File: src/hw/rtl/cdec_pkg.sv
// ----------------------------------------------------------------------------
// cdec_pkg
// Shared types, field layout and fixed-point reciprocals for the civil date
// and epoch seconds converter.
// ----------------------------------------------------------------------------
package cdec_pkg;

  // pipeline depth, accept to result
  localparam int NUM_STAGES = 13;
  localparam int LAST       = NUM_STAGES - 1;

  // direction selector carried in tuser
  typedef enum logic {
    FUNC_TO_EPOCH = 1'b0,
    FUNC_TO_DATE  = 1'b1
  } func_t;

  // field widths
  localparam int YEAR_W  = 14;
  localparam int MONTH_W = 4;
  localparam int DAY_W   = 5;
  localparam int HOUR_W  = 5;
  localparam int MIN_W   = 6;
  localparam int SEC_W   = 6;
  localparam int EPOCH_W = 39;

  // bus widths, padded to whole bytes
  localparam int IN_DATA_W  = 80;
  localparam int OUT_DATA_W = 80;

  // calendar offsets
  localparam int DAYS_TO_EPOCH = 719468;            // 0000-03-01 to 1970-01-01
  localparam int ERA_DAYS      = 146097;
  localparam int HI_BIAS       = 49;                // keeps the high half positive
  localparam int HI_BIAS_OFS   = 675 * HI_BIAS;
  localparam int ERA_BIAS      = 17;                // keeps the day count positive
  localparam int DD_BIAS       = DAYS_TO_EPOCH + ERA_BIAS * ERA_DAYS;

  // reciprocals: q = (n * rcp) >> sh, exact over each operand range
  localparam int SH_400 = 24;
  localparam logic [15:0] RCP_400 =
    16'(((64'd1 << SH_400) + 64'd399) / 64'd400);
  localparam int SH_675_HI = 27;
  localparam logic [17:0] RCP_675_HI =
    18'(((64'd1 << SH_675_HI) + 64'd674) / 64'd675);
  localparam int SH_675_LO = 36;
  localparam logic [26:0] RCP_675_LO =
    27'(((64'd1 << SH_675_LO) + 64'd674) / 64'd675);
  localparam int SH_60 = 23;
  localparam logic [17:0] RCP_60 =
    18'(((64'd1 << SH_60) + 64'd59) / 64'd60);
  localparam int SH_60_MIN = 17;
  localparam logic [11:0] RCP_60_MIN =
    12'(((64'd1 << SH_60_MIN) + 64'd59) / 64'd60);
  localparam int SH_ERA = 41;
  localparam logic [23:0] RCP_ERA =
    24'(((64'd1 << SH_ERA) + 64'd146096) / 64'd146097);
  localparam int SH_1460 = 29;
  localparam logic [18:0] RCP_1460 =
    19'(((64'd1 << SH_1460) + 64'd1459) / 64'd1460);
  localparam int SH_365 = 27;
  localparam logic [18:0] RCP_365 =
    19'(((64'd1 << SH_365) + 64'd364) / 64'd365);
  localparam int SH_153 = 19;
  localparam logic [11:0] RCP_153 =
    12'(((64'd1 << SH_153) + 64'd152) / 64'd153);

  // first day of month, counted from march: (153 * mp + 2) / 5
  function automatic logic [8:0] month_offset(input logic [3:0] mp);
    logic [8:0] off;
    case (mp)
      4'd0:    off = 9'd0;
      4'd1:    off = 9'd31;
      4'd2:    off = 9'd61;
      4'd3:    off = 9'd92;
      4'd4:    off = 9'd122;
      4'd5:    off = 9'd153;
      4'd6:    off = 9'd184;
      4'd7:    off = 9'd214;
      4'd8:    off = 9'd245;
      4'd9:    off = 9'd275;
      4'd10:   off = 9'd306;
      4'd11:   off = 9'd337;
      4'd12:   off = 9'd367;
      default: off = 9'd0;
    endcase
    return off;
  endfunction

  // century count within an era
  function automatic logic [1:0] div100(input logic [8:0] yoe);
    logic [1:0] q;
    if (yoe >= 9'd300) begin
      q = 2'd3;
    end else if (yoe >= 9'd200) begin
      q = 2'd2;
    end else if (yoe >= 9'd100) begin
      q = 2'd1;
    end else begin
      q = 2'd0;
    end
    return q;
  endfunction

  // day of era divided by 36524
  function automatic logic [2:0] div36524(input logic [17:0] doe);
    logic [2:0] q;
    q = 3'(doe >= 18'd36524) + 3'(doe >= 18'd73048) +
        3'(doe >= 18'd109572) + 3'(doe >= 18'd146096);
    return q;
  endfunction

endpackage

File: src/hw/rtl/civil_date_epoch_converter.sv
// ----------------------------------------------------------------------------
// civil_date_epoch_converter
// Proleptic Gregorian date and time to Unix epoch seconds and back, using
// 400-year eras from march. Fully pipelined, one item per cycle unless stalled.
// ----------------------------------------------------------------------------
// each item passes every stage register to out_tvalid, either direction
// throughput: one item per cycle; stages stall independently, so bubbles
//   are squeezed out and the input keeps taking items while a result waits,
//   until every stage holds an item
// depth is set by the chain of reciprocal multiplies of the date split
//   (seconds to days, days to era, day of era to year, day of year to month)
// reset clears the stage valid bits only; datapath registers are not reset
module civil_date_epoch_converter (
  input  logic                             clk,
  input  logic                             rst_n,
  input  logic                             in_tvalid,
  output logic                             in_tready,
  // year[13:0] month[17:14] day[22:18] hour[27:23] minute[33:28]
  // second[39:34] epoch[78:40] pad[79]
  input  logic [cdec_pkg::IN_DATA_W-1:0]   in_tdata,
  // func[0]
  input  logic                             in_tuser,
  output logic                             out_tvalid,
  input  logic                             out_tready,
  // epoch[38:0] year[52:39] month[56:53] day[61:57] hour[66:62]
  // minute[72:67] second[78:73] pad[79]
  output logic [cdec_pkg::OUT_DATA_W-1:0]  out_tdata
);
  import cdec_pkg::*;

  typedef struct packed {
    logic [EPOCH_W-1:0] ep;
    logic [HOUR_W-1:0]  hh;
    logic [MIN_W-1:0]   mi;
    logic [SEC_W-1:0]   ss;
  } carry_t;

  // stage control
  logic [NUM_STAGES-1:0] v_r;
  logic [NUM_STAGES-1:0] fn_r;
  logic [NUM_STAGES-1:0] en;

  // input fields
  logic [YEAR_W-1:0]  i_year;
  logic [MONTH_W-1:0] i_month;
  logic [DAY_W-1:0]   i_day;
  logic [HOUR_W-1:0]  i_hour;
  logic [MIN_W-1:0]   i_minute;
  logic [SEC_W-1:0]   i_second;
  logic [EPOCH_W-1:0] i_epoch;

  assign i_year   = in_tdata[13:0];
  assign i_month  = in_tdata[17:14];
  assign i_day    = in_tdata[22:18];
  assign i_hour   = in_tdata[27:23];
  assign i_minute = in_tdata[33:28];
  assign i_second = in_tdata[39:34];
  assign i_epoch  = in_tdata[78:40];

  // a stage moves when any stage from it to the output is empty or drains
  always_comb begin
    for (int k = 0; k < NUM_STAGES; k++) begin
      en[k] = out_tready ||
              !(&(v_r | NUM_STAGES'((NUM_STAGES'(1) << k) - NUM_STAGES'(1))));
    end
  end

  assign in_tready  = en[0];
  assign out_tvalid = v_r[LAST];

  always_ff @(posedge clk) begin
    if (!rst_n) begin
      v_r <= '0;
    end else begin
      if (en[0]) begin
        v_r[0] <= in_tvalid;
      end
      for (int k = 1; k < NUM_STAGES; k++) begin
        if (en[k]) begin
          v_r[k] <= v_r[k-1];
        end
      end
    end
  end

  always_ff @(posedge clk) begin
    if (en[0]) begin
      fn_r[0] <= in_tuser;
    end
    for (int k = 1; k < NUM_STAGES; k++) begin
      if (en[k]) begin
        fn_r[k] <= fn_r[k-1];
      end
    end
  end

  // --------------------------------------------------------------------------
  // stage 0: year bias, day of year, time of day; epoch split at 2^7
  // --------------------------------------------------------------------------
  logic              m_le2;
  logic [3:0]        mp0;
  logic [14:0]       s0_n_nxt,   s0_n_r;
  logic signed [9:0] s0_doy_nxt, s0_doy_r;
  logic [16:0]       s0_tod_nxt, s0_tod_r;
  logic [16:0]       s0_nh_nxt,  s0_nh_r;
  logic [15:0]       s0_al_r;
  logic [6:0]        s0_lo7_r;
  logic [15:0]       ah;

  always_comb begin
    m_le2      = (i_month <= 4'd2);
    mp0        = m_le2 ? (i_month + 4'd9) : (i_month - 4'd3);
    s0_n_nxt   = 15'(i_year) + 15'd400 - 15'(m_le2);
    s0_doy_nxt = $signed({1'b0, month_offset(mp0)}) + $signed({5'b0, i_day}) - 10'sd1;
    s0_tod_nxt = 17'(i_hour) * 17'd3600 + 17'(i_minute) * 17'd60 + 17'(i_second);
    ah         = i_epoch[38:23];
    s0_nh_nxt  = 17'($signed({ah[15], ah[15], ah}) + $signed(18'(HI_BIAS_OFS)));
  end

  always_ff @(posedge clk) begin
    if (en[0]) begin
      s0_n_r   <= s0_n_nxt;
      s0_doy_r <= s0_doy_nxt;
      s0_tod_r <= s0_tod_nxt;
      s0_nh_r  <= s0_nh_nxt;
      s0_al_r  <= i_epoch[22:7];
      s0_lo7_r <= i_epoch[6:0];
    end
  end

  // --------------------------------------------------------------------------
  // stage 1: era quotient by 400; high half quotient by 675
  // --------------------------------------------------------------------------
  logic [30:0]       p400;
  logic [34:0]       phi;
  logic [5:0]        s1_q_nxt, s1_q_r;
  logic [6:0]        s1_qhp_nxt, s1_qhp_r;
  logic [14:0]       s1_n_r;
  logic signed [9:0] s1_doy_r;
  logic [16:0]       s1_tod_r;
  logic [16:0]       s1_nh_r;
  logic [15:0]       s1_al_r;
  logic [6:0]        s1_lo7_r;

  always_comb begin
    p400       = 31'(s0_n_r) * 31'(RCP_400);
    s1_q_nxt   = 6'(p400 >> SH_400);
    phi        = 35'(s0_nh_r) * 35'(RCP_675_HI);
    s1_qhp_nxt = 7'(phi >> SH_675_HI);
  end

  always_ff @(posedge clk) begin
    if (en[1]) begin
      s1_q_r   <= s1_q_nxt;
      s1_qhp_r <= s1_qhp_nxt;
      s1_n_r   <= s0_n_r;
      s1_doy_r <= s0_doy_r;
      s1_tod_r <= s0_tod_r;
      s1_nh_r  <= s0_nh_r;
      s1_al_r  <= s0_al_r;
      s1_lo7_r <= s0_lo7_r;
    end
  end

  // --------------------------------------------------------------------------
  // stage 2: year of era; remainder of high half joined with low half
  // --------------------------------------------------------------------------
  logic [8:0]        s2_yoe_nxt, s2_yoe_r;
  logic signed [6:0] s2_era_nxt, s2_era_r;
  logic [9:0]        rh;
  logic [25:0]       s2_t_nxt, s2_t_r;
  logic signed [7:0] s2_qh_nxt, s2_qh_r;
  logic signed [9:0] s2_doy_r;
  logic [16:0]       s2_tod_r;
  logic [6:0]        s2_lo7_r;

  always_comb begin
    s2_yoe_nxt = 9'(15'(s1_n_r) - 15'(s1_q_r) * 15'd400);
    s2_era_nxt = $signed({1'b0, s1_q_r}) - 7'sd1;
    rh         = 10'(s1_nh_r - 17'(s1_qhp_r) * 17'd675);
    s2_t_nxt   = {rh, s1_al_r};
    s2_qh_nxt  = $signed({1'b0, s1_qhp_r}) - $signed(8'(HI_BIAS));
  end

  always_ff @(posedge clk) begin
    if (en[2]) begin
      s2_yoe_r <= s2_yoe_nxt;
      s2_era_r <= s2_era_nxt;
      s2_t_r   <= s2_t_nxt;
      s2_qh_r  <= s2_qh_nxt;
      s2_doy_r <= s1_doy_r;
      s2_tod_r <= s1_tod_r;
      s2_lo7_r <= s1_lo7_r;
    end
  end

  // --------------------------------------------------------------------------
  // stage 3: day of era; low quotient by 675
  // --------------------------------------------------------------------------
  logic [17:0]        doe_base;
  logic signed [18:0] s3_doe_nxt, s3_doe_r;
  logic [52:0]        plo;
  logic [15:0]        s3_qt_nxt, s3_qt_r;
  logic signed [6:0]  s3_era_r;
  logic [16:0]        s3_tod_r;
  logic [25:0]        s3_t_r;
  logic signed [7:0]  s3_qh_r;
  logic [6:0]         s3_lo7_r;

  always_comb begin
    doe_base   = 18'(s2_yoe_r) * 18'd365 + 18'(s2_yoe_r >> 2) - 18'(div100(s2_yoe_r));
    s3_doe_nxt = $signed({1'b0, doe_base}) + $signed({{9{s2_doy_r[9]}}, s2_doy_r});
    plo        = 53'(s2_t_r) * 53'(RCP_675_LO);
    s3_qt_nxt  = 16'(plo >> SH_675_LO);
  end

  always_ff @(posedge clk) begin
    if (en[3]) begin
      s3_doe_r <= s3_doe_nxt;
      s3_qt_r  <= s3_qt_nxt;
      s3_era_r <= s2_era_r;
      s3_tod_r <= s2_tod_r;
      s3_t_r   <= s2_t_r;
      s3_qh_r  <= s2_qh_r;
      s3_lo7_r <= s2_lo7_r;
    end
  end

  // --------------------------------------------------------------------------
  // stage 4: day number from date; floor day number and second of day
  // --------------------------------------------------------------------------
  logic signed [24:0] s4_days0_nxt, s4_days0_r;
  logic [9:0]         rem;
  logic [16:0]        s4_sod_nxt, s4_sod_r;
  logic signed [23:0] s4_days1_r;
  logic [16:0]        s4_tod_r;

  always_comb begin
    s4_days0_nxt = $signed({{18{s3_era_r[6]}}, s3_era_r}) * $signed(25'(ERA_DAYS)) +
                   $signed({{6{s3_doe_r[18]}}, s3_doe_r}) - $signed(25'(DAYS_TO_EPOCH));
    rem          = 10'(s3_t_r - 26'(s3_qt_r) * 26'd675);
    s4_sod_nxt   = {rem, s3_lo7_r};
  end

  always_ff @(posedge clk) begin
    if (en[4]) begin
      s4_days0_r <= s4_days0_nxt;
      s4_sod_r   <= s4_sod_nxt;
      s4_days1_r <= {s3_qh_r, s3_qt_r};
      s4_tod_r   <= s3_tod_r;
    end
  end

  // --------------------------------------------------------------------------
  // stage 5: epoch seconds; biased day count; minutes of day
  // --------------------------------------------------------------------------
  logic signed [41:0] ep_full;
  logic [34:0]        p60;
  logic [22:0]        s5_dd_nxt, s5_dd_r;
  logic [10:0]        s5_q60_nxt, s5_q60_r;
  logic [16:0]        s5_sod_r;
  carry_t             s5_c_nxt, s5_c_r;

  always_comb begin
    ep_full     = $signed({{17{s4_days0_r[24]}}, s4_days0_r}) * 42'sd86400 +
                  $signed({25'b0, s4_tod_r});
    s5_c_nxt    = '0;
    s5_c_nxt.ep = ep_full[EPOCH_W-1:0];
    s5_dd_nxt   = 23'($signed({s4_days1_r[23], s4_days1_r}) + $signed(25'(DD_BIAS)));
    p60         = 35'(s4_sod_r) * 35'(RCP_60);
    s5_q60_nxt  = 11'(p60 >> SH_60);
  end

  always_ff @(posedge clk) begin
    if (en[5]) begin
      s5_c_r   <= s5_c_nxt;
      s5_dd_r  <= s5_dd_nxt;
      s5_q60_r <= s5_q60_nxt;
      s5_sod_r <= s4_sod_r;
    end
  end

  // --------------------------------------------------------------------------
  // stage 6: era quotient; hour and second
  // --------------------------------------------------------------------------
  logic [46:0] pera;
  logic [22:0] phr;
  logic [5:0]  s6_erap_nxt, s6_erap_r;
  logic [22:0] s6_dd_r;
  logic [10:0] s6_q60_r;
  carry_t      s6_c_nxt, s6_c_r;

  always_comb begin
    pera        = 47'(s5_dd_r) * 47'(RCP_ERA);
    s6_erap_nxt = 6'(pera >> SH_ERA);
    phr         = 23'(s5_q60_r) * 23'(RCP_60_MIN);
    s6_c_nxt    = s5_c_r;
    s6_c_nxt.hh = 5'(phr >> SH_60_MIN);
    s6_c_nxt.ss = 6'(s5_sod_r - 17'(s5_q60_r) * 17'd60);
  end

  always_ff @(posedge clk) begin
    if (en[6]) begin
      s6_erap_r <= s6_erap_nxt;
      s6_dd_r   <= s5_dd_r;
      s6_q60_r  <= s5_q60_r;
      s6_c_r    <= s6_c_nxt;
    end
  end

  // --------------------------------------------------------------------------
  // stage 7: day of era, signed era; minute
  // --------------------------------------------------------------------------
  logic [17:0]       s7_doe_nxt, s7_doe_r;
  logic signed [6:0] s7_era_nxt, s7_era_r;
  carry_t            s7_c_nxt, s7_c_r;

  always_comb begin
    s7_doe_nxt  = 18'(s6_dd_r - 23'(s6_erap_r) * 23'(ERA_DAYS));
    s7_era_nxt  = $signed({1'b0, s6_erap_r}) - $signed(7'(ERA_BIAS));
    s7_c_nxt    = s6_c_r;
    s7_c_nxt.mi = 6'(s6_q60_r - 11'(s6_c_r.hh) * 11'd60);
  end

  always_ff @(posedge clk) begin
    if (en[7]) begin
      s7_doe_r <= s7_doe_nxt;
      s7_era_r <= s7_era_nxt;
      s7_c_r   <= s7_c_nxt;
    end
  end

  // --------------------------------------------------------------------------
  // stage 8: leap-corrected day of era
  // --------------------------------------------------------------------------
  logic [36:0]       p1460;
  logic [6:0]        d1460;
  logic [17:0]       s8_v_nxt, s8_v_r;
  logic [17:0]       s8_doe_r;
  logic signed [6:0] s8_era_r;
  carry_t            s8_c_r;

  always_comb begin
    p1460    = 37'(s7_doe_r) * 37'(RCP_1460);
    d1460    = 7'(p1460 >> SH_1460);
    s8_v_nxt = s7_doe_r - 18'(d1460) + 18'(div36524(s7_doe_r)) -
               18'(s7_doe_r == 18'd146096);
  end

  always_ff @(posedge clk) begin
    if (en[8]) begin
      s8_v_r   <= s8_v_nxt;
      s8_doe_r <= s7_doe_r;
      s8_era_r <= s7_era_r;
      s8_c_r   <= s7_c_r;
    end
  end

  // --------------------------------------------------------------------------
  // stage 9: year of era
  // --------------------------------------------------------------------------
  logic [36:0]       p365;
  logic [8:0]        s9_yoe_nxt, s9_yoe_r;
  logic [17:0]       s9_doe_r;
  logic signed [6:0] s9_era_r;
  carry_t            s9_c_r;

  always_comb begin
    p365       = 37'(s8_v_r) * 37'(RCP_365);
    s9_yoe_nxt = 9'(p365 >> SH_365);
  end

  always_ff @(posedge clk) begin
    if (en[9]) begin
      s9_yoe_r <= s9_yoe_nxt;
      s9_doe_r <= s8_doe_r;
      s9_era_r <= s8_era_r;
      s9_c_r   <= s8_c_r;
    end
  end

  // --------------------------------------------------------------------------
  // stage 10: day of year and march-based year
  // --------------------------------------------------------------------------
  logic [8:0]         s10_doy_nxt, s10_doy_r;
  logic signed [14:0] s10_y_nxt, s10_y_r;
  carry_t             s10_c_r;

  always_comb begin
    s10_doy_nxt = 9'(s9_doe_r - (18'(s9_yoe_r) * 18'd365 + 18'(s9_yoe_r >> 2) -
                                 18'(div100(s9_yoe_r))));
    s10_y_nxt   = $signed({{8{s9_era_r[6]}}, s9_era_r}) * 15'sd400 +
                  $signed({6'b0, s9_yoe_r});
  end

  always_ff @(posedge clk) begin
    if (en[10]) begin
      s10_doy_r <= s10_doy_nxt;
      s10_y_r   <= s10_y_nxt;
      s10_c_r   <= s9_c_r;
    end
  end

  // --------------------------------------------------------------------------
  // stage 11: month counted from march
  // --------------------------------------------------------------------------
  logic [10:0]        mp_num;
  logic [22:0]        p153;
  logic [3:0]         s11_mp_nxt, s11_mp_r;
  logic [8:0]         s11_doy_r;
  logic signed [14:0] s11_y_r;
  carry_t             s11_c_r;

  always_comb begin
    mp_num     = 11'(s10_doy_r) * 11'd5 + 11'd2;
    p153       = 23'(mp_num) * 23'(RCP_153);
    s11_mp_nxt = 4'(p153 >> SH_153);
  end

  always_ff @(posedge clk) begin
    if (en[11]) begin
      s11_mp_r  <= s11_mp_nxt;
      s11_doy_r <= s10_doy_r;
      s11_y_r   <= s10_y_r;
      s11_c_r   <= s10_c_r;
    end
  end

  // --------------------------------------------------------------------------
  // stage 12: output register, calendar month and day, unused fields zeroed
  // --------------------------------------------------------------------------
  logic [MONTH_W-1:0] cal_month;
  logic [DAY_W-1:0]   cal_day;
  logic [YEAR_W-1:0]  cal_year;
  logic [EPOCH_W-1:0] s12_epoch_nxt, s12_epoch_r;
  logic [YEAR_W-1:0]  s12_year_nxt,  s12_year_r;
  logic [MONTH_W-1:0] s12_month_nxt, s12_month_r;
  logic [DAY_W-1:0]   s12_day_nxt,   s12_day_r;
  logic [HOUR_W-1:0]  s12_hour_nxt,  s12_hour_r;
  logic [MIN_W-1:0]   s12_min_nxt,   s12_min_r;
  logic [SEC_W-1:0]   s12_sec_nxt,   s12_sec_r;

  always_comb begin
    cal_month = (s11_mp_r < 4'd10) ? (s11_mp_r + 4'd3) : (s11_mp_r - 4'd9);
    cal_day   = 5'(s11_doy_r - month_offset(s11_mp_r) + 9'd1);
    cal_year  = 14'(s11_y_r + $signed({14'b0, (cal_month <= 4'd2)}));
    if (fn_r[LAST-1] == FUNC_TO_DATE) begin
      s12_epoch_nxt = '0;
      s12_year_nxt  = cal_year;
      s12_month_nxt = cal_month;
      s12_day_nxt   = cal_day;
      s12_hour_nxt  = s11_c_r.hh;
      s12_min_nxt   = s11_c_r.mi;
      s12_sec_nxt   = s11_c_r.ss;
    end else begin
      s12_epoch_nxt = s11_c_r.ep;
      s12_year_nxt  = '0;
      s12_month_nxt = '0;
      s12_day_nxt   = '0;
      s12_hour_nxt  = '0;
      s12_min_nxt   = '0;
      s12_sec_nxt   = '0;
    end
  end

  always_ff @(posedge clk) begin
    if (en[LAST]) begin
      s12_epoch_r <= s12_epoch_nxt;
      s12_year_r  <= s12_year_nxt;
      s12_month_r <= s12_month_nxt;
      s12_day_r   <= s12_day_nxt;
      s12_hour_r  <= s12_hour_nxt;
      s12_min_r   <= s12_min_nxt;
      s12_sec_r   <= s12_sec_nxt;
    end
  end

  assign out_tdata = {1'b0, s12_sec_r, s12_min_r, s12_hour_r, s12_day_r,
                      s12_month_r, s12_year_r, s12_epoch_r};

  // --------------------------------------------------------------------------
  // assertions
  // --------------------------------------------------------------------------

  // an item in the stage before the output moves on when the output loads
  a_last_advance: assert property (@(posedge clk) disable iff (!rst_n)
    v_r[LAST-1] && en[LAST] |=> v_r[LAST])
    else $error("item lost entering output stage");

  // second of day stays inside one day
  a_sod_range: assert property (@(posedge clk) disable iff (!rst_n)
    v_r[4] |-> (s4_sod_r < 17'd86400))
    else $error("second of day out of range");

  // epoch field is zero for date results
  a_date_no_epoch: assert property (@(posedge clk) disable iff (!rst_n)
    out_tvalid && (fn_r[LAST] == FUNC_TO_DATE) |-> (s12_epoch_r == '0))
    else $error("epoch field set on date result");

  // date fields are zero for epoch results
  a_epoch_no_date: assert property (@(posedge clk) disable iff (!rst_n)
    out_tvalid && (fn_r[LAST] == FUNC_TO_EPOCH) |->
      (s12_year_r == '0) && (s12_month_r == '0) && (s12_day_r == '0) &&
      (s12_hour_r == '0) && (s12_min_r == '0) && (s12_sec_r == '0))
    else $error("date field set on epoch result");

  // converted month is a real month
  a_month_range: assert property (@(posedge clk) disable iff (!rst_n)
    out_tvalid && (fn_r[LAST] == FUNC_TO_DATE) |->
      (s12_month_r >= 4'd1) && (s12_month_r <= 4'd12))
    else $error("month out of range");

endmodule
File: config.mk
export PLATFORM = sky130hd
export DESIGN_NAME = civil_date_epoch_converter
export DESIGN_NICKNAME = d
export VERILOG_FILES = /design/src/hw/rtl/cdec_pkg.sv /design/src/hw/rtl/civil_date_epoch_converter.sv
export SDC_FILE = /design/constraint.sdc
export NUM_CORES = 2
export LEC_CHECK = 0
export BUFFER_PORTS_ARGS = -buffer_cell sky130_fd_sc_hd__buf_4
export CAP_MARGIN = 40
export CORE_ASPECT_RATIO = 0.9
export CORE_MARGIN = 3
export CORE_UTILIZATION = 45
export DETAILED_ROUTE_END_ITERATION = 7
export MAX_ROUTING_LAYER = met4
export PLACE_DENSITY = 0.68
export SYNTH_ARGS = -nofsm -noshare
export SYNTH_HDL_FRONTEND = slang
export SYNTH_SLANG_ARGS = --single-unit
File: constraint.sdc
create_clock -name clk -period 8.81 [get_ports clk]
set_input_delay 0.881 -clock clk [delete_from_list [all_inputs] [get_ports clk]]
set_output_delay 0.881 -clock clk [all_outputs]
set_load 0.02 [all_outputs]
==> After elaboration in Yosys (flattened, before gate mapping) <==
Memories as Yosys holds them, arrays and structs flattened. A register that Yosys moved wholly into a read port is not among the register bits.
Index checks and enable logic that the tools add are counted.
{ "word_totals": {"ff_bits": 1085, "latchBits": 0, "mem_bits_rw": 0, "romBits": 288, "out_inout_bits": 82, "mem_count": 2} }
{ "mem_list": {"columns": ["memory", "words", "word_bits", "read_ports", "rd_clocked_by_memory_dff", "wr", "line", "text"], "rows": [
  ["(no name shown)", 16, 9, 1, 1, 0, "cdec_pkg.sv:71", "case (mp)"],
  ["(no name shown)", 16, 9, 1, 0, 0, "cdec_pkg.sv:71", null]
]} }
{ "classes": {"n_addsub": 41, "multipliers": 23, "n_div": 0, "magnitude_cmp": 13, "n_eq_ne": 1, "n_shift": 0, "n_mux": 9, "n_bitwise": 0, "n_reduce_logical": 38} }
{ "ops": {"columns": ["operator", "count"], "rows": [
  ["18-bit by 16-bit multiplier with 33-bit output, second input constant", 2],
  ["26-bit by 27-bit multiplier with 52-bit output, second input constant", 1],
  ["23-bit by 24-bit multiplier with 47-bit output, second input constant", 1],
  ["39-bit by 18-bit adder with 39-bit output", 1],
  ["18-bit by 17-bit greater-or-equal comparator with 1-bit output, second input constant", 2],
  ["17-bit by 18-bit multiplier with 34-bit output, second input constant", 1],
  ["17-bit by 17-bit multiplier with 33-bit output, second input constant", 1],
  ["25-bit by 11-bit multiplier with 32-bit output, second input constant", 1],
  ["15-bit by 13-bit multiplier with 27-bit output, second input constant", 1],
  ["25-bit by 19-bit adder with 25-bit output", 1],
  ["7-bit by 19-bit multiplier with 25-bit output, second input constant", 1],
  ["25-bit by 21-bit subtractor with 25-bit output, second input constant", 1],
  ["23-bit adder, second input constant", 1],
  ["11-bit by 12-bit multiplier with 23-bit output, second input constant", 1],
  ["11-bit by 12-bit multiplier with 22-bit output, second input constant", 1],
  ["10-bit subtractor", 2],
  ["19-bit by 10-bit adder with 19-bit output", 1],
  ["18-bit by 3-bit adder with 18-bit output", 1],
  ["18-bit by 7-bit adder with 18-bit output", 1],
  ["18-bit == test, second input constant", 1],
  ["18-bit by 16-bit greater-or-equal comparator with 1-bit output, second input constant", 1],
  ["18-bit greater-or-equal comparator, second input constant", 1],
  ["9-bit by 7-bit greater-or-equal comparator with 1-bit output, second input constant", 2],
  ["9-bit by 8-bit greater-or-equal comparator with 1-bit output, second input constant", 2],
  ["62 further kinds", 96]
]} }

==> Depth between registers and ports, before layout <==
{ "depth": {"ltp_word": 6, "ltp_mapped": 37} }

==> Worst setup path before layout <==
OpenSTA, ideal clock, no wires.
{ "synth_timing": {"kind": "register to register", "from": "register s7_doe_r[4]", "to": "register s8_v_r[17] (data pin)", "setup_ns": 0.261, "arrival_ns": 8.442, "path_slack_ns": 0.107, "stages_incl_launch_ff": 32, "path_buffers": 0, "period_less_slack_ns": 8.703, "path_cell_list": "edfxtp_1 -> ha_1 -> fa_1 -> fa_1 -> fa_1 -> fa_1 -> inv_1 -> fa_1 -> inv_1 -> ha_1 -> a21o_1 -> a21o_1 -> a221oi_1 -> a31oi_1 -> o21ai_0 -> nand2b_1 -> a21boi_0 -> xor2_1 -> fa_1 -> inv_1 -> fa_1 -> fa_1 -> nor2b_1 -> o21ai_0 -> a21boi_0 -> o211a_1 -> o2111ai_1 -> a311oi_1 -> a211oi_1 -> o31ai_1 -> nor4_1 -> a311o_1"} }
{ "synth_between": {"elab_chain_len": 6, "word_cells_on_any_way": 12} }
{ "synth_rtl": {"columns": ["element", "line", "text"], "rows": [
  ["from (decl)", "civil_date_epoch_converter.sv:314", "logic [17:0] s7_doe_nxt, s7_doe_r;"],
  ["from (signal assigned)", "civil_date_epoch_converter.sv:327", "s7_doe_r <= s7_doe_nxt;"],
  ["branches (longest 5 deep; another with 18-bit by 16-bit multiplier with 33-bit output)", null, null],
  ["18-bit by 1-bit subtractor with 18-bit output (*)", "civil_date_epoch_converter.sv:346", "s8_v_nxt = s7_doe_r - 18'(d1460) + 18'(div36524(s7_doe_r)) -"],
  ["via s8_v_nxt[17]", "civil_date_epoch_converter.sv:338", "logic [17:0] s8_v_nxt, s8_v_r;"],
  ["to (signal assigned)", "civil_date_epoch_converter.sv:352", "s8_v_r <= s8_v_nxt;"],
  ["to (decl)", "civil_date_epoch_converter.sv:338", null]
]} }
Mark *: on every way through the listed nets, which the timed path passes.
A chain may end at the register's enable or synchronous reset.

==> Final worst setup path <==
Ends and elaborated chain as after synthesis.

==> results.cfg <==
[outcome]
status = finished with violations
violations = setup timing

[logic_synthesis]
synth_seq_area_share_pct = 32.90
async_flop_share_pct = 0
syn_inst = 8085
syn_area_um2 = 98930
synth_area_leaders = edfxtp_1 (33%), ha_1 (25%), fa_1 (22%)
synth_top_area_share_pct = 32.54
synth-edff-count = 1072
synth_fp_nets = 11210
ys_seq_elements = 1090
synth-warning-count = 0
synth_area_per_cell_um2 = 12.24
yosysTopAreaCell = edfxtp_1
synthDistinctLibCells = 83
synth_ff_type = edfxtp_1

[sta]
worst_pin_slew_ps = 824.6
finalHoldViolations = 0
finalCritPeriodShare_pct = 100.2
whs_ps = 330.5
fin_ws_ps = -17.88
maxSlewViolCount = 0
relSlewSlack_pct = 45.03
rsz0062_at_grt = true
timing.final.crit_period_ps = 8828
fin_tns_setup_ps = -17.88
setup_viol = 1
skew_ps = 62.14
fmax_mhz = 113.3

[floorplan]
fp-row-count = 162
design.die.area_um2 = 225500
start_util_pct = 45.49
pin_count = 167
die_w_um = 500.2
die-height_um = 450.8
coreArea_um2 = 217500

[detailed_routing]
avgRoutedWirePerCell_um = 17.13
antenna_left = 0
routed_wl_mm = 196.9
drt_iter0_drc = 2225
num_vias = 56540
viasPerCell = 4.920
dr.pass1.iters = 5
drc = 0

[clocking]
cts_tree = yes
htreeDepth = 3
clock_sink_count = 1090
holdBufCountCts = 0
cts_buffers = 111
cts_buffer_depth = 3
clkTransAtPathRegs_ps = 70
worstSkewPairLatency_ps = 770
cts_root_buf = clkbuf_16

[critical_path]
crit_path_max_incr_delay_ps = 550
worst_ep_arrival_time_ps = 9320
cpMostUsedCell = fa_1
crit_type = flip-flop to flip-flop
cp_slowest_cell = fa_1
start_kind = flip-flop
critPathCaptureType = flip-flop
cp.required_ps = 9300
crit_fanout = 3

[cells_and_area]
final_cell_mix = inv_1 (1978), ha_1 (1943), edfxtp_1 (1072)
area_growth_pct = 10.76
layout_commonest_cell = inv_1
layout.nets = 11650
stdcell_area_um2 = 109600
drive_gt1_share_pct = 7.307

[global_route]
overflow = 0
grt_pass1_wl_mm = 326.6
antenna_found_initial = 3
grt_pass1_vias = 61720
grt_usage_pct = 18.61
grt_start_max_net_pins = 76

[placement]
portBuffers = 164
place_congestion = 0.9169
post-place-ws_ps = -674.8
placed_area_um2 = 105000
dp_hpwl_mm = 166.3

[min_path]
hold_class = input port to flip-flop

[flow_run]
cap_violations = 0
[stage by stage]
stage | instances | util (%)
after floorplan | 8085 | -
after global placement | 11230 | 48.15
after detailed placement | 11250 | 48.28
after CTS | 11480 | 50.30
after global routing | 11490 | 50.38
final | 11490 | 50.38
[logic make-up after synthesis]
| logic type | count (synthesis) | synth area share, % |
|---|---|---|
| simple gates | 750 | 3.892 |
| other cells | 1 | 0.003791 |
| xor+xnor | 432 | 3.840 |
| fa+ha+maj | 3037 | 46.58 |
| flops | 1090 | 32.90 |
| mux | 10 | 0.1050 |
| compound gates | 750 | 5.006 |
| buf+inv | 2015 | 7.665 |
[cell usage after synthesis, types with 5 or more instances]
| library cell | n |
|---|---|
| inv_1 | 1996 |
| ha_1 | 1960 |
| fa_1 | 1077 |
| edfxtp_1 | 1072 |
| xnor2_1 | 324 |
| a21oi_1 | 222 |
| nor2_1 | 167 |
| nand2_1 | 142 |
| a21o_1 | 126 |
| xor2_1 | 106 |
| o21ai_0 | 96 |
| nor2b_1 | 85 |
| nand3_1 | 73 |
| nor3_1 | 52 |
| and2_1 | 48 |
| o21bai_1 | 48 |
| o21a_1 | 47 |
| and3_1 | 38 |
| nand4_1 | 36 |
| a31oi_1 | 29 |
| nand2b_1 | 29 |
| a211oi_1 | 23 |
| o211ai_1 | 20 |
| a21boi_0 | 19 |
| dfxtp_1 | 18 |
| or3_1 | 17 |
| clkbuf_1 | 14 |
| nor4_1 | 14 |
| o31ai_1 | 12 |
| or2_2 | 12 |
| a31o_2 | 10 |
| a2111oi_0 | 9 |
| a311oi_1 | 8 |
| o2111ai_1 | 8 |
| mux2i_1 | 7 |
| a22oi_1 | 6 |
| a41o_1 | 6 |
| and4_1 | 6 |
| o21ai_1 | 6 |
| a41oi_1 | 5 |
| nand4b_1 | 5 |
| nor3b_1 | 5 |
| o31a_1 | 5 |
[flip-flops by register name, indices dropped and copies added, names as in the netlist, 17 cells and up, named ones only]
name         cells
s3_tod_r        17
s4_sod_r        17
s5_dd_r         23
s7_c_r          56
s6_c_r          50
s12_epoch_r     39
s8_v_r          18
s5_c_r          39
s7_doe_r        18
s11_c_r         56
s6_dd_r         18
s2_tod_r        17
s4_days1_r      23
s0_nh_r         17
s1_tod_r        17
s2_t_r          26
s8_c_r          56
s4_days0_r      25
s4_tod_r        17
s10_c_r         56
s0_tod_r        17
s9_c_r          56
s3_doe_r        19
[worst max-delay path: cells and delay by family, from the launching register on]
| family | cells | cell delay, ps |
|---|---|---|
| AO/OA/AOI/OAI | 14 | 2650 |
| adder cells (fa/ha/maj) | 10 | 4250 |
| buffers and inverters | 6 | 620 |
| AND/OR/NAND/NOR | 3 | 330 |
| XOR/XNOR | 1 | 240 |
| flip-flops | 1 | 460 |
[layout make-up]
class / instances / area (um^2)
fillers: 18930 / 107900
multi-input cells: 4980 / 59170
flip-flops and latches: 1090 / 32550
inverters: 1997 / 7512
well taps: 2870 / 3591
repair buffers: 347 / 2861
clock buffers: 117 / 2821
clock inverters: 91 / 1067
diodes: 1 / 2.502
[worst paths after layout]
check / start / to / slack [ps] / cells past startpoint
worst min-delay path: in_tdata[34] / s0_tod_r[0] / 330 / 1
worst max-delay path: s7_doe_r[4] / s8_v_r[17] / -20 / 34
worst max register to register: s7_doe_r[4] / s8_v_r[17] / -20 / 34
worst min register to register: s10_c_r[13] / s11_c_r[13] / 380 / 0
[what timing repair did]
action / 4_1_cts / 5_1_grt
setup buffers: 30 / 16
gates resized for setup: 57 / 30
pin swaps: 59 / 52
setup endpoints to repair: 11 / 10
endpoints found under the hold margin: 0 / 0
[per-layer routing]
metal  global-route usage (%)  wire length, um  vias to the layer above
met5                        -                0                        -
met2                    31.57            96960                      672
li1                         -                -                    27600
met3                    2.026             5730                      233
met4                    3.712             3924                        0
met1                    24.29            90290                    28040
Power is not shown: default switching activity piles up to over one toggle a cycle in this logic, so the estimate is an artifact.
